--- config.mk ---
export PLATFORM = sky130hd
export DESIGN_NAME = battery_monitor_moving_average
export DESIGN_NICKNAME = d
export VERILOG_FILES = /design/src/design/bmma_pkg.sv /design/src/design/bmma_fifo.sv /design/src/design/bmma_front.sv /design/src/design/bmma_back.sv /design/src/design/battery_monitor_moving_average.sv
export SDC_FILE = /design/constraint.sdc
export NUM_CORES = 1
export LEC_CHECK = 0
export BUFFER_PORTS_ARGS = -buffer_cell sky130_fd_sc_hd__clkbuf_2
export CORE_MARGIN = 1.5
export CORE_UTILIZATION = 60
export DETAILED_ROUTE_END_ITERATION = 6
export PLACE_DENSITY = 0.9
export SLEW_MARGIN = 10
export SYNTH_ARGS = -nofsm -noshare
export SYNTH_HDL_FRONTEND = slang
export SYNTH_HIERARCHICAL = 1
export SYNTH_SLANG_ARGS = --single-unit
--- constraint.sdc ---
create_clock -name clk -period 7.8 [get_ports clk]
set_input_delay 1.56 -clock clk [delete_from_list [all_inputs] [get_ports clk]]
set_output_delay 1.56 -clock clk [all_outputs]
set_load 0.02 [all_outputs]
--- src/design/bmma_pkg.sv ---
package bmma_pkg;

	localparam int DATA_W = 10;
	localparam int GAUGE_W = 5;
	localparam int QUEUE_DEPTH = 2;
	localparam int WINDOW_DEFAULT = 8;
	localparam int GAUGE_SEGMENTS_DEFAULT = 20;

	localparam logic [DATA_W-1:0] FULL_RESET = 10'd1023;
	localparam logic [DATA_W-1:0] EMPTY_RESET = 10'd600;
	localparam logic [DATA_W-1:0] LOW_RESET = 10'd700;
	localparam logic [DATA_W-1:0] DEADBAND_RESET = 10'd32;
	localparam logic [DATA_W-1:0] STICK_MID = 10'd512;

	typedef enum logic [1:0] {
		REG_FULL_LEVEL     = 2'd0,
		REG_EMPTY_LEVEL    = 2'd1,
		REG_LOW_LEVEL      = 2'd2,
		REG_STICK_DEADBAND = 2'd3
	} cfg_reg_t;

	typedef struct packed {
		logic [DATA_W-1:0]  battery_average;
		logic [DATA_W-1:0]  enable_average;
		logic               low_battery;
		logic               charge_needed;
		logic               switch_on;
		logic               stick_centered;
		logic [GAUGE_W-1:0] gauge_segment;
	} res_t;

endpackage

--- src/design/bmma_fifo.sv ---
module bmma_fifo #(
	parameter int W = 8
) (
	input  logic         clk,
	input  logic         arst_n,
	input  logic         push,
	input  logic [W-1:0] din,
	output logic         full,
	input  logic         pop,
	output logic [W-1:0] dout,
	output logic         empty
);

	localparam int PTR_W = $clog2(bmma_pkg::QUEUE_DEPTH);
	localparam int CNT_W = $clog2(bmma_pkg::QUEUE_DEPTH + 1);

	logic [W-1:0]     mem_q [bmma_pkg::QUEUE_DEPTH];
	logic [PTR_W-1:0] wr_ptr_q;
	logic [PTR_W-1:0] rd_ptr_q;
	logic [CNT_W-1:0] count_q;
	logic             do_push;
	logic             do_pop;

	assign full = (count_q == CNT_W'(bmma_pkg::QUEUE_DEPTH));
	assign empty = (count_q == '0);
	assign do_push = push && !full;
	assign do_pop = pop && !empty;
	assign dout = mem_q[rd_ptr_q];

	always_ff @(posedge clk or negedge arst_n) begin
		if (!arst_n) begin
			wr_ptr_q <= '0;
			rd_ptr_q <= '0;
			count_q <= '0;
		end else begin
			if (do_push) begin
				wr_ptr_q <= (wr_ptr_q == PTR_W'(bmma_pkg::QUEUE_DEPTH - 1)) ? '0 : wr_ptr_q + 1'b1;
			end
			if (do_pop) begin
				rd_ptr_q <= (rd_ptr_q == PTR_W'(bmma_pkg::QUEUE_DEPTH - 1)) ? '0 : rd_ptr_q + 1'b1;
			end
			if (do_push && !do_pop) begin
				count_q <= count_q + 1'b1;
			end else if (do_pop && !do_push) begin
				count_q <= count_q - 1'b1;
			end
		end
	end

	always_ff @(posedge clk) begin
		if (do_push) begin
			mem_q[wr_ptr_q] <= din;
		end
	end

endmodule

--- src/design/bmma_front.sv ---
module bmma_front #(
	parameter int WINDOW = bmma_pkg::WINDOW_DEFAULT,
	parameter int SUM_W = $clog2(WINDOW * 1023 + 1),
	parameter int Q_W = 2 * SUM_W + 1
) (
	input  logic                        clk,
	input  logic                        arst_n,
	input  logic                        push,
	output logic                        full,
	input  logic [bmma_pkg::DATA_W-1:0] stick_x,
	input  logic [bmma_pkg::DATA_W-1:0] stick_y,
	input  logic [bmma_pkg::DATA_W-1:0] battery_sample,
	input  logic [bmma_pkg::DATA_W-1:0] enable_sample,
	input  logic [bmma_pkg::DATA_W-1:0] stick_deadband,
	input  logic                        q_full,
	output logic                        q_push,
	output logic [Q_W-1:0]              q_data
);

	localparam int DW = bmma_pkg::DATA_W;
	localparam int SLOT_W = $clog2(WINDOW);
	localparam logic [SUM_W-1:0] SUM_RESET = SUM_W'(WINDOW * 1023);

	typedef enum logic [1:0] {
		F_IDLE = 2'b01,
		F_UPD  = 2'b10
	} front_state_t;

	front_state_t      state_q;
	logic [SLOT_W-1:0] slot_q;
	logic [WINDOW-1:0] valid_q;
	logic [SUM_W-1:0]  bsum_q;
	logic [SUM_W-1:0]  esum_q;
	logic [2*DW-1:0]   ring [WINDOW];
	logic [2*DW-1:0]   rd_s1;
	logic [DW-1:0]     sx_s1;
	logic [DW-1:0]     sy_s1;
	logic [DW-1:0]     bs_s1;
	logic [DW-1:0]     es_s1;

	logic              accept;
	logic [DW-1:0]     old_b;
	logic [DW-1:0]     old_e;
	logic [SUM_W-1:0]  bsum_nxt;
	logic [SUM_W-1:0]  esum_nxt;
	logic [DW-1:0]     dist_x;
	logic [DW-1:0]     dist_y;
	logic              centered;

	assign full = (state_q != F_IDLE);
	assign accept = push && !full;
	assign q_push = (state_q == F_UPD) && !q_full;

	always_comb begin
		old_b = valid_q[slot_q] ? rd_s1[2*DW-1:DW] : bmma_pkg::FULL_RESET;
		old_e = valid_q[slot_q] ? rd_s1[DW-1:0] : bmma_pkg::FULL_RESET;
		bsum_nxt = bsum_q - SUM_W'(old_b) + SUM_W'(bs_s1);
		esum_nxt = esum_q - SUM_W'(old_e) + SUM_W'(es_s1);
		dist_x = (sx_s1 >= bmma_pkg::STICK_MID) ? sx_s1 - bmma_pkg::STICK_MID
			: bmma_pkg::STICK_MID - sx_s1;
		dist_y = (sy_s1 >= bmma_pkg::STICK_MID) ? sy_s1 - bmma_pkg::STICK_MID
			: bmma_pkg::STICK_MID - sy_s1;
		centered = (dist_x < stick_deadband) && (dist_y < stick_deadband);
		q_data = {bsum_nxt, esum_nxt, centered};
	end

	always_ff @(posedge clk or negedge arst_n) begin
		if (!arst_n) begin
			state_q <= F_IDLE;
			slot_q <= '0;
			valid_q <= '0;
			bsum_q <= SUM_RESET;
			esum_q <= SUM_RESET;
		end else begin
			unique case (state_q)
				F_IDLE: begin
					if (accept) begin
						state_q <= F_UPD;
					end
				end
				F_UPD: begin
					if (q_push) begin
						state_q <= F_IDLE;
						bsum_q <= bsum_nxt;
						esum_q <= esum_nxt;
						valid_q[slot_q] <= 1'b1;
						slot_q <= (slot_q == SLOT_W'(WINDOW - 1)) ? '0 : slot_q + 1'b1;
					end
				end
				default: begin
					state_q <= F_IDLE;
				end
			endcase
		end
	end

	always_ff @(posedge clk) begin
		if (accept) begin
			sx_s1 <= stick_x;
			sy_s1 <= stick_y;
			bs_s1 <= battery_sample;
			es_s1 <= enable_sample;
		end
	end

	// ring of past samples, read ahead at accept, written on hand-off
	always_ff @(posedge clk) begin
		if (accept) begin
			rd_s1 <= ring[slot_q];
		end
		if (q_push) begin
			ring[slot_q] <= {bs_s1, es_s1};
		end
	end

	a_push_only_in_upd: assert property (@(posedge clk) disable iff (!arst_n)
		q_push |-> (state_q == F_UPD) && !q_full)
		else $error("front hands off an item outside the update state");

	a_slot_marked: assert property (@(posedge clk) disable iff (!arst_n)
		q_push |=> valid_q[$past(slot_q)] && (slot_q != $past(slot_q)))
		else $error("ring slot not marked or not advanced");

	a_accept_to_upd: assert property (@(posedge clk) disable iff (!arst_n)
		accept |=> (state_q == F_UPD) && full)
		else $error("accepted item not taken to update");

endmodule

--- src/design/bmma_back.sv ---
module bmma_back #(
	parameter int WINDOW = bmma_pkg::WINDOW_DEFAULT,
	parameter int GAUGE_SEGMENTS = bmma_pkg::GAUGE_SEGMENTS_DEFAULT,
	parameter int SUM_W = $clog2(WINDOW * 1023 + 1),
	parameter int Q_W = 2 * SUM_W + 1
) (
	input  logic                        clk,
	input  logic                        arst_n,
	input  logic                        q_empty,
	output logic                        q_pop,
	input  logic [Q_W-1:0]              q_data,
	input  logic [bmma_pkg::DATA_W-1:0] full_level,
	input  logic [bmma_pkg::DATA_W-1:0] empty_level,
	input  logic [bmma_pkg::DATA_W-1:0] low_level,
	input  logic                        out_full,
	output logic                        out_push,
	output bmma_pkg::res_t              out_data
);

	localparam int DW = bmma_pkg::DATA_W;
	localparam int NUM_W = $clog2(WINDOW * 1023 + WINDOW / 2 + 1);
	localparam int SH = NUM_W + $clog2(WINDOW);
	localparam int RECIP_W = NUM_W + 2;
	localparam int PROD_W = NUM_W + RECIP_W;
	localparam logic [RECIP_W-1:0] RECIP = RECIP_W'((2 ** SH + WINDOW - 1) / WINDOW);
	localparam logic [NUM_W-1:0] HALF = NUM_W'(WINDOW / 2);
	localparam int GN_W = $clog2(GAUGE_SEGMENTS * 1023 + 1);
	localparam int CNT_W = $clog2(GN_W);
	localparam int QW = $clog2(GAUGE_SEGMENTS);
	localparam int SEG_W = (QW > bmma_pkg::GAUGE_W) ? QW : bmma_pkg::GAUGE_W;
	localparam logic [GN_W-1:0] GAUGE_C = GN_W'(GAUGE_SEGMENTS);
	localparam logic [GN_W-1:0] GAUGE_TOP = GN_W'(GAUGE_SEGMENTS - 1);

	typedef enum logic [3:0] {
		S_IDLE = 4'b0001,
		S_AVG  = 4'b0010,
		S_DIV  = 4'b0100,
		S_OUT  = 4'b1000
	} back_state_t;

	back_state_t       state_q;
	logic [CNT_W-1:0]  cnt_q;
	logic [PROD_W-1:0] prod_b_s1;
	logic [PROD_W-1:0] prod_e_s1;
	logic              stc_s1;
	logic [DW-1:0]     bavg_q;
	logic [DW-1:0]     eavg_q;
	logic              low_q;
	logic              chg_q;
	logic              sw_q;
	logic              gz_q;
	logic [GN_W-1:0]   num_q;
	logic [DW-1:0]     den_q;
	logic [DW-1:0]     rem_q;

	logic [SUM_W-1:0]  bsum;
	logic [SUM_W-1:0]  esum;
	logic [NUM_W-1:0]  numer_b;
	logic [NUM_W-1:0]  numer_e;
	logic [DW-1:0]     bavg;
	logic [DW-1:0]     eavg;
	logic [DW-1:0]     adiff;
	logic [DW:0]       shifted;
	logic              ge;
	logic [QW-1:0]     seg;
	logic [SEG_W-1:0]  seg_ext;

	assign q_pop = (state_q == S_IDLE) && !q_empty;
	assign out_push = (state_q == S_OUT) && !out_full;

	always_comb begin
		bsum = q_data[Q_W-1 -: SUM_W];
		esum = q_data[SUM_W:1];
		numer_b = NUM_W'(bsum) + HALF;
		numer_e = NUM_W'(esum) + HALF;
		bavg = prod_b_s1[SH +: DW];
		eavg = prod_e_s1[SH +: DW];
		adiff = (eavg >= bavg) ? eavg - bavg : bavg - eavg;
		shifted = {rem_q, num_q[GN_W-1]};
		ge = (shifted >= {1'b0, den_q});
		seg = (num_q > GAUGE_TOP) ? QW'(GAUGE_SEGMENTS - 1) : num_q[QW-1:0];
		seg_ext = gz_q ? '0 : SEG_W'(seg);
		out_data.battery_average = bavg_q;
		out_data.enable_average = eavg_q;
		out_data.low_battery = low_q;
		out_data.charge_needed = chg_q;
		out_data.switch_on = sw_q;
		out_data.stick_centered = stc_s1;
		out_data.gauge_segment = seg_ext[bmma_pkg::GAUGE_W-1:0];
	end

	always_ff @(posedge clk or negedge arst_n) begin
		if (!arst_n) begin
			state_q <= S_IDLE;
			cnt_q <= '0;
		end else begin
			unique case (state_q)
				S_IDLE: begin
					if (q_pop) begin
						state_q <= S_AVG;
					end
				end
				S_AVG: begin
					state_q <= S_DIV;
					cnt_q <= '0;
				end
				S_DIV: begin
					cnt_q <= cnt_q + 1'b1;
					if (cnt_q == CNT_W'(GN_W - 1)) begin
						state_q <= S_OUT;
					end
				end
				S_OUT: begin
					if (out_push) begin
						state_q <= S_IDLE;
					end
				end
				default: begin
					state_q <= S_IDLE;
				end
			endcase
		end
	end

	// rounded mean by reciprocal multiply, then restoring divide for the gauge
	always_ff @(posedge clk) begin
		if (q_pop) begin
			prod_b_s1 <= PROD_W'(numer_b) * PROD_W'(RECIP);
			prod_e_s1 <= PROD_W'(numer_e) * PROD_W'(RECIP);
			stc_s1 <= q_data[0];
		end
		if (state_q == S_AVG) begin
			bavg_q <= bavg;
			eavg_q <= eavg;
			low_q <= (bavg < low_level);
			chg_q <= (bavg < empty_level);
			sw_q <= (adiff < DW'(WINDOW));
			gz_q <= (full_level <= empty_level) || (bavg < empty_level);
			num_q <= GAUGE_C * GN_W'(bavg - empty_level);
			den_q <= full_level - empty_level;
			rem_q <= '0;
		end
		if (state_q == S_DIV) begin
			rem_q <= ge ? DW'(shifted - {1'b0, den_q}) : shifted[DW-1:0];
			num_q <= {num_q[GN_W-2:0], ge};
		end
	end

	a_pop_only_idle: assert property (@(posedge clk) disable iff (!arst_n)
		q_pop |=> (state_q == S_AVG))
		else $error("popped item not taken to averaging");

	a_div_len: assert property (@(posedge clk) disable iff (!arst_n)
		(state_q == S_OUT) && $past(state_q == S_DIV) |-> (cnt_q == CNT_W'(GN_W)))
		else $error("gauge divide ended early");

	a_out_hold: assert property (@(posedge clk) disable iff (!arst_n)
		(state_q == S_OUT) && out_full |=> (state_q == S_OUT) && $stable(out_data))
		else $error("result lost while output queue full");

endmodule

--- src/design/battery_monitor_moving_average.sv ---
// channel  | handshake            | payload
// in       | push / full          | stick_x, stick_y, battery_sample, enable_sample
// out      | pop / empty          | battery_average .. gauge_segment
// cfg      | cfg_valid/cfg_ready  | cfg_index, cfg_data
//
// front takes one item at a time: accept with ring read, then sum update and hand-off
// back steps through idle, averaging, a bit-serial restoring divide for the gauge
// and output, and takes no new item until its result is pushed
// a 2-entry queue sits between front and back and on the result side
// reset presets the rings to full level through per-slot valid bits, no sweep
module battery_monitor_moving_average #(
	parameter int WINDOW = bmma_pkg::WINDOW_DEFAULT,
	parameter int GAUGE_SEGMENTS = bmma_pkg::GAUGE_SEGMENTS_DEFAULT
) (
	input  logic                         clk,
	input  logic                         arst_n,
	input  logic                         push,
	output logic                         full,
	input  logic [bmma_pkg::DATA_W-1:0]  stick_x,
	input  logic [bmma_pkg::DATA_W-1:0]  stick_y,
	input  logic [bmma_pkg::DATA_W-1:0]  battery_sample,
	input  logic [bmma_pkg::DATA_W-1:0]  enable_sample,
	output logic                         empty,
	input  logic                         pop,
	output logic [bmma_pkg::DATA_W-1:0]  battery_average,
	output logic [bmma_pkg::DATA_W-1:0]  enable_average,
	output logic                         low_battery,
	output logic                         charge_needed,
	output logic                         switch_on,
	output logic                         stick_centered,
	output logic [bmma_pkg::GAUGE_W-1:0] gauge_segment,
	input  logic                         cfg_valid,
	output logic                         cfg_ready,
	input  logic [1:0]                   cfg_index,
	input  logic [bmma_pkg::DATA_W-1:0]  cfg_data
);

	localparam int SUM_W = $clog2(WINDOW * 1023 + 1);
	localparam int Q_W = 2 * SUM_W + 1;
	localparam int RES_W = $bits(bmma_pkg::res_t);

	logic [bmma_pkg::DATA_W-1:0] full_level_q;
	logic [bmma_pkg::DATA_W-1:0] empty_level_q;
	logic [bmma_pkg::DATA_W-1:0] low_level_q;
	logic [bmma_pkg::DATA_W-1:0] deadband_q;

	logic             mq_push;
	logic             mq_full;
	logic [Q_W-1:0]   mq_din;
	logic             mq_pop;
	logic             mq_empty;
	logic [Q_W-1:0]   mq_dout;
	logic             rq_push;
	logic             rq_full;
	bmma_pkg::res_t   rq_din;
	logic [RES_W-1:0] rq_dout;
	bmma_pkg::res_t   res;

	assign cfg_ready = 1'b1;

	always_ff @(posedge clk or negedge arst_n) begin
		if (!arst_n) begin
			full_level_q <= bmma_pkg::FULL_RESET;
			empty_level_q <= bmma_pkg::EMPTY_RESET;
			low_level_q <= bmma_pkg::LOW_RESET;
			deadband_q <= bmma_pkg::DEADBAND_RESET;
		end else if (cfg_valid && cfg_ready) begin
			unique case (bmma_pkg::cfg_reg_t'(cfg_index))
				bmma_pkg::REG_FULL_LEVEL:     full_level_q <= cfg_data;
				bmma_pkg::REG_EMPTY_LEVEL:    empty_level_q <= cfg_data;
				bmma_pkg::REG_LOW_LEVEL:      low_level_q <= cfg_data;
				bmma_pkg::REG_STICK_DEADBAND: deadband_q <= cfg_data;
				default: begin
				end
			endcase
		end
	end

	bmma_front #(
		.WINDOW (WINDOW),
		.SUM_W  (SUM_W),
		.Q_W    (Q_W)
	) u_front (
		.clk            (clk),
		.arst_n         (arst_n),
		.push           (push),
		.full           (full),
		.stick_x        (stick_x),
		.stick_y        (stick_y),
		.battery_sample (battery_sample),
		.enable_sample  (enable_sample),
		.stick_deadband (deadband_q),
		.q_full         (mq_full),
		.q_push         (mq_push),
		.q_data         (mq_din)
	);

	bmma_fifo #(
		.W (Q_W)
	) u_mid_q (
		.clk    (clk),
		.arst_n (arst_n),
		.push   (mq_push),
		.din    (mq_din),
		.full   (mq_full),
		.pop    (mq_pop),
		.dout   (mq_dout),
		.empty  (mq_empty)
	);

	bmma_back #(
		.WINDOW         (WINDOW),
		.GAUGE_SEGMENTS (GAUGE_SEGMENTS),
		.SUM_W          (SUM_W),
		.Q_W            (Q_W)
	) u_back (
		.clk         (clk),
		.arst_n      (arst_n),
		.q_empty     (mq_empty),
		.q_pop       (mq_pop),
		.q_data      (mq_dout),
		.full_level  (full_level_q),
		.empty_level (empty_level_q),
		.low_level   (low_level_q),
		.out_full    (rq_full),
		.out_push    (rq_push),
		.out_data    (rq_din)
	);

	bmma_fifo #(
		.W (RES_W)
	) u_res_q (
		.clk    (clk),
		.arst_n (arst_n),
		.push   (rq_push),
		.din    (rq_din),
		.full   (rq_full),
		.pop    (pop),
		.dout   (rq_dout),
		.empty  (empty)
	);

	assign res = bmma_pkg::res_t'(rq_dout);
	assign battery_average = res.battery_average;
	assign enable_average = res.enable_average;
	assign low_battery = res.low_battery;
	assign charge_needed = res.charge_needed;
	assign switch_on = res.switch_on;
	assign stick_centered = res.stick_centered;
	assign gauge_segment = res.gauge_segment;

endmodule

==> results.txt <==
Status -> finished with violations
Failing checks -> design-rule violations
Worst Setup End Kind -> flip-flop
Nets -> 2076
Placed inst area -> 0.0251 sq mm
Final estimated routing congestion in global placement -> 0.880
First-pass GRT wire length -> 78.7 mm
Peak supply drop -> 0.000348 V
DRT antenna net count -> 0
Area growth from synthesis to layout -> 11.1%
Worst relative slew slack -> 0.179
Die width -> 204 um
CTS buffer count -> 49
Clk buf depth -> 3
CP top delay family -> compound AO/OA/AOI/OAI gates
Finished Cell Area -> 0.0269 sq mm
Worst-path maximum fanout -> 32
DP HPWL -> 33.2 mm
Setup tns final -> 0 ns
Num rows -> 73
# hold bufs at CTS -> 0
Cells after synthesis -> 1764
CP arrival -> 5.30 ns
Switching pwr -> 5170 uW
Starting DRT DRC Count -> 1245
Routed WL per cell -> 20.5 um
Chip Height -> 204 um
Max H-tree Level -> 2
Reg clk slew, reported paths -> 0.06 ns
Slew Limit Fails -> 0
Clock Skews -> 0.0339 ns
Clk pwr share -> 0.190
Tcrit/Tclk final -> 0.635
Hold Worst Slack -> 0.447 ns
Sw Share -> 0.390
Final wirelength -> 49.8 mm
Power per Cell Area -> 494 mW/mm^2
Critical path type -> reg2reg
Setup Buffers After CTS -> 0
WP data required -> 8.14 ns
Highest clock rate -> 202 MHz
Post-Syn Nets -> 1976
Drt drc -> 2
Slew of the pin with the lowest slew margin -> 1.23 ns
Port Buffer Count -> 87
Share of layout cells above drive strength 1 -> 0.202
Die Area -> 0.0415 sq mm
All-layer global routing usage -> 0.244
Setup crit start kind -> flip-flop
Combinational share of power -> 0.476
# resized after CTS -> 0
Critical-path top delay cell -> dfrtp_2
# diodes -> 0
HP Class -> reg2reg
Clk_lat worst skew -> 0.61 ns
Pleak -> 0.0106 uW
Int Pwr -> 8100 uW
Total of max-cap violations -> 0
Slowest stage delay, CP -> 0.77 ns
Gr ovfl total -> 0
Initial Util -> 0.608
Fillers -> 2544
CTS sink cnt -> 499
Final hold vios -> 0
Worst path bufs/invs -> 3
RSZ-0062 raised after global routing -> no
Post-Syn Area -> 0.0242 sq mm
Pre-antenna DRT Iters -> 7
Avg Inst Size Synth -> 13.7 sq um
Vias in the first global route -> 15200
Vias per Instance -> 6.06
DR vias -> 14700
Pin count of the biggest net entering global routing -> 80
Flop pwr share -> 0.334
Critical-path cell list -> buf_4 -> nor2b_1 -> a221oi_2 -> buf_4 -> or2_1 -> ha_1 -> inv_1 -> ha_1 -> fa_1 -> a21oi_1 -> o211ai_1 -> a211oi_1 -> o21bai_1 -> xnor2_1 -> xnor2_1
Setup violators final -> 0
Root Buffer -> clkbuf_16
Clock period minus worst slack -> 4.95 ns
YS warnings -> 6
Ports -> 89
TritonCTS clock tree -> done
Antenna violations before repair -> 0
Core Footprint -> 0.0397 sq mm
==> stage by stage <==
step	total power, uW	setup slack (ns)	cells	utilization
CTS	13200	2.91	2429	0.676
floorplan	9210	2.16	1764	-
detailed placement	10600	2.97	2338	0.632
global placement	10200	3.10	2338	0.632
global route	14100	2.62	2429	0.676
finish	13300	2.85	2429	0.676
==> power by group through the flow <==
| stage | clock (uW) | sequential [uW] | combinational (uW) |
|---|---|---|---|
| finish | 2520 | 4430 | 6320 |
| global route | 2650 | 4480 | 6960 |
| floorplan | 0 | 4220 | 4990 |
| CTS | 2550 | 4420 | 6240 |
| detailed placement | 0 | 4460 | 6120 |
| global placement | 0 | 4420 | 5740 |
==> cell type report <==
| cell class | count | area (sq um) | area share |
|---|---|---|---|
| Clock buffer | 60 | 1340 | 0.0500 |
| Clock inverter | 31 | 404 | 0.0150 |
| Inverter | 115 | 432 | 0.0161 |
| Multi-Input combinational cell | 1093 | 8880 | 0.331 |
| Sequential cell | 499 | 14600 | 0.542 |
| Tap cell | 525 | 657 | 0.0245 |
| Timing Repair Buffer | 106 | 581 | 0.0216 |
==> cells in the final DEF (no fill, tap or decap), types with 24 or more instances in the layout <==
cell type and instances:
mux2_2 48, o21ai_0 44, clkbuf_2 86, a21oi_1 79, dfrtp_1 49, xnor2_1 57
mux2i_1 30, ha_1 131, edfxtp_1 404, clkbuf_16 51, xor2_1 42, nor2_1 114
mux2_4 64, dfstp_2 43, inv_1 112, nand2_1 125, nand3_1 26, fa_1 24
==> worst reg2reg max path, cell delays in order (launching register included) <==
cell and delay, ns:
dfrtp_2 0.77, buf_4 0.50, nor2b_1 0.59, a221oi_2 0.15, buf_4 0.24, or2_1 0.23
ha_1 0.28, inv_1 0.04, ha_1 0.21, fa_1 0.41, a21oi_1 0.27, o211ai_1 0.20
a211oi_1 0.30, o21bai_1 0.17, xnor2_1 0.24, xnor2_1 0.11
==> path summary, 6_finish.rpt <==
kind / from / end / slack, ns / depth (start not counted)
max in group asynchronous: arst_n / u_front/slot_q[1] / 5.57 / 2
min in group asynchronous: arst_n / empty_level_q[2] / 0.84 / 1
max reg2reg: u_front/slot_q[2] / u_mid_q/mem_q[1][26] / 2.85 / 15
max: u_front/slot_q[2] / u_mid_q/mem_q[1][26] / 2.85 / 15
min reg2reg: u_back/eavg_q[7] / u_res_q/mem_q[0][16] / 0.45 / 0
min: u_back/eavg_q[7] / u_res_q/mem_q[0][16] / 0.45 / 0
==> sequential cells by signal (all words and copies together) (netlist names), 13 cells and up <==
name,flops
u_front/bsum_q,13
u_front/esum_q,13
u_res_q/mem_q,58
u_front/ring,160
u_mid_q/mem_q,46
u_front/rd_s1,20
u_back/num_q,15
==> metal layers <==
layer  GRT usage  up-vias  part of all wire
met3      0.0419      144             0.060
met2       0.432      671              0.52
met1       0.290     7249              0.38
li1            -     6657                 -
met4       0.110        0             0.040
met5           0        -                 0
Note: power is estimated with default switching activity, not from simulation.
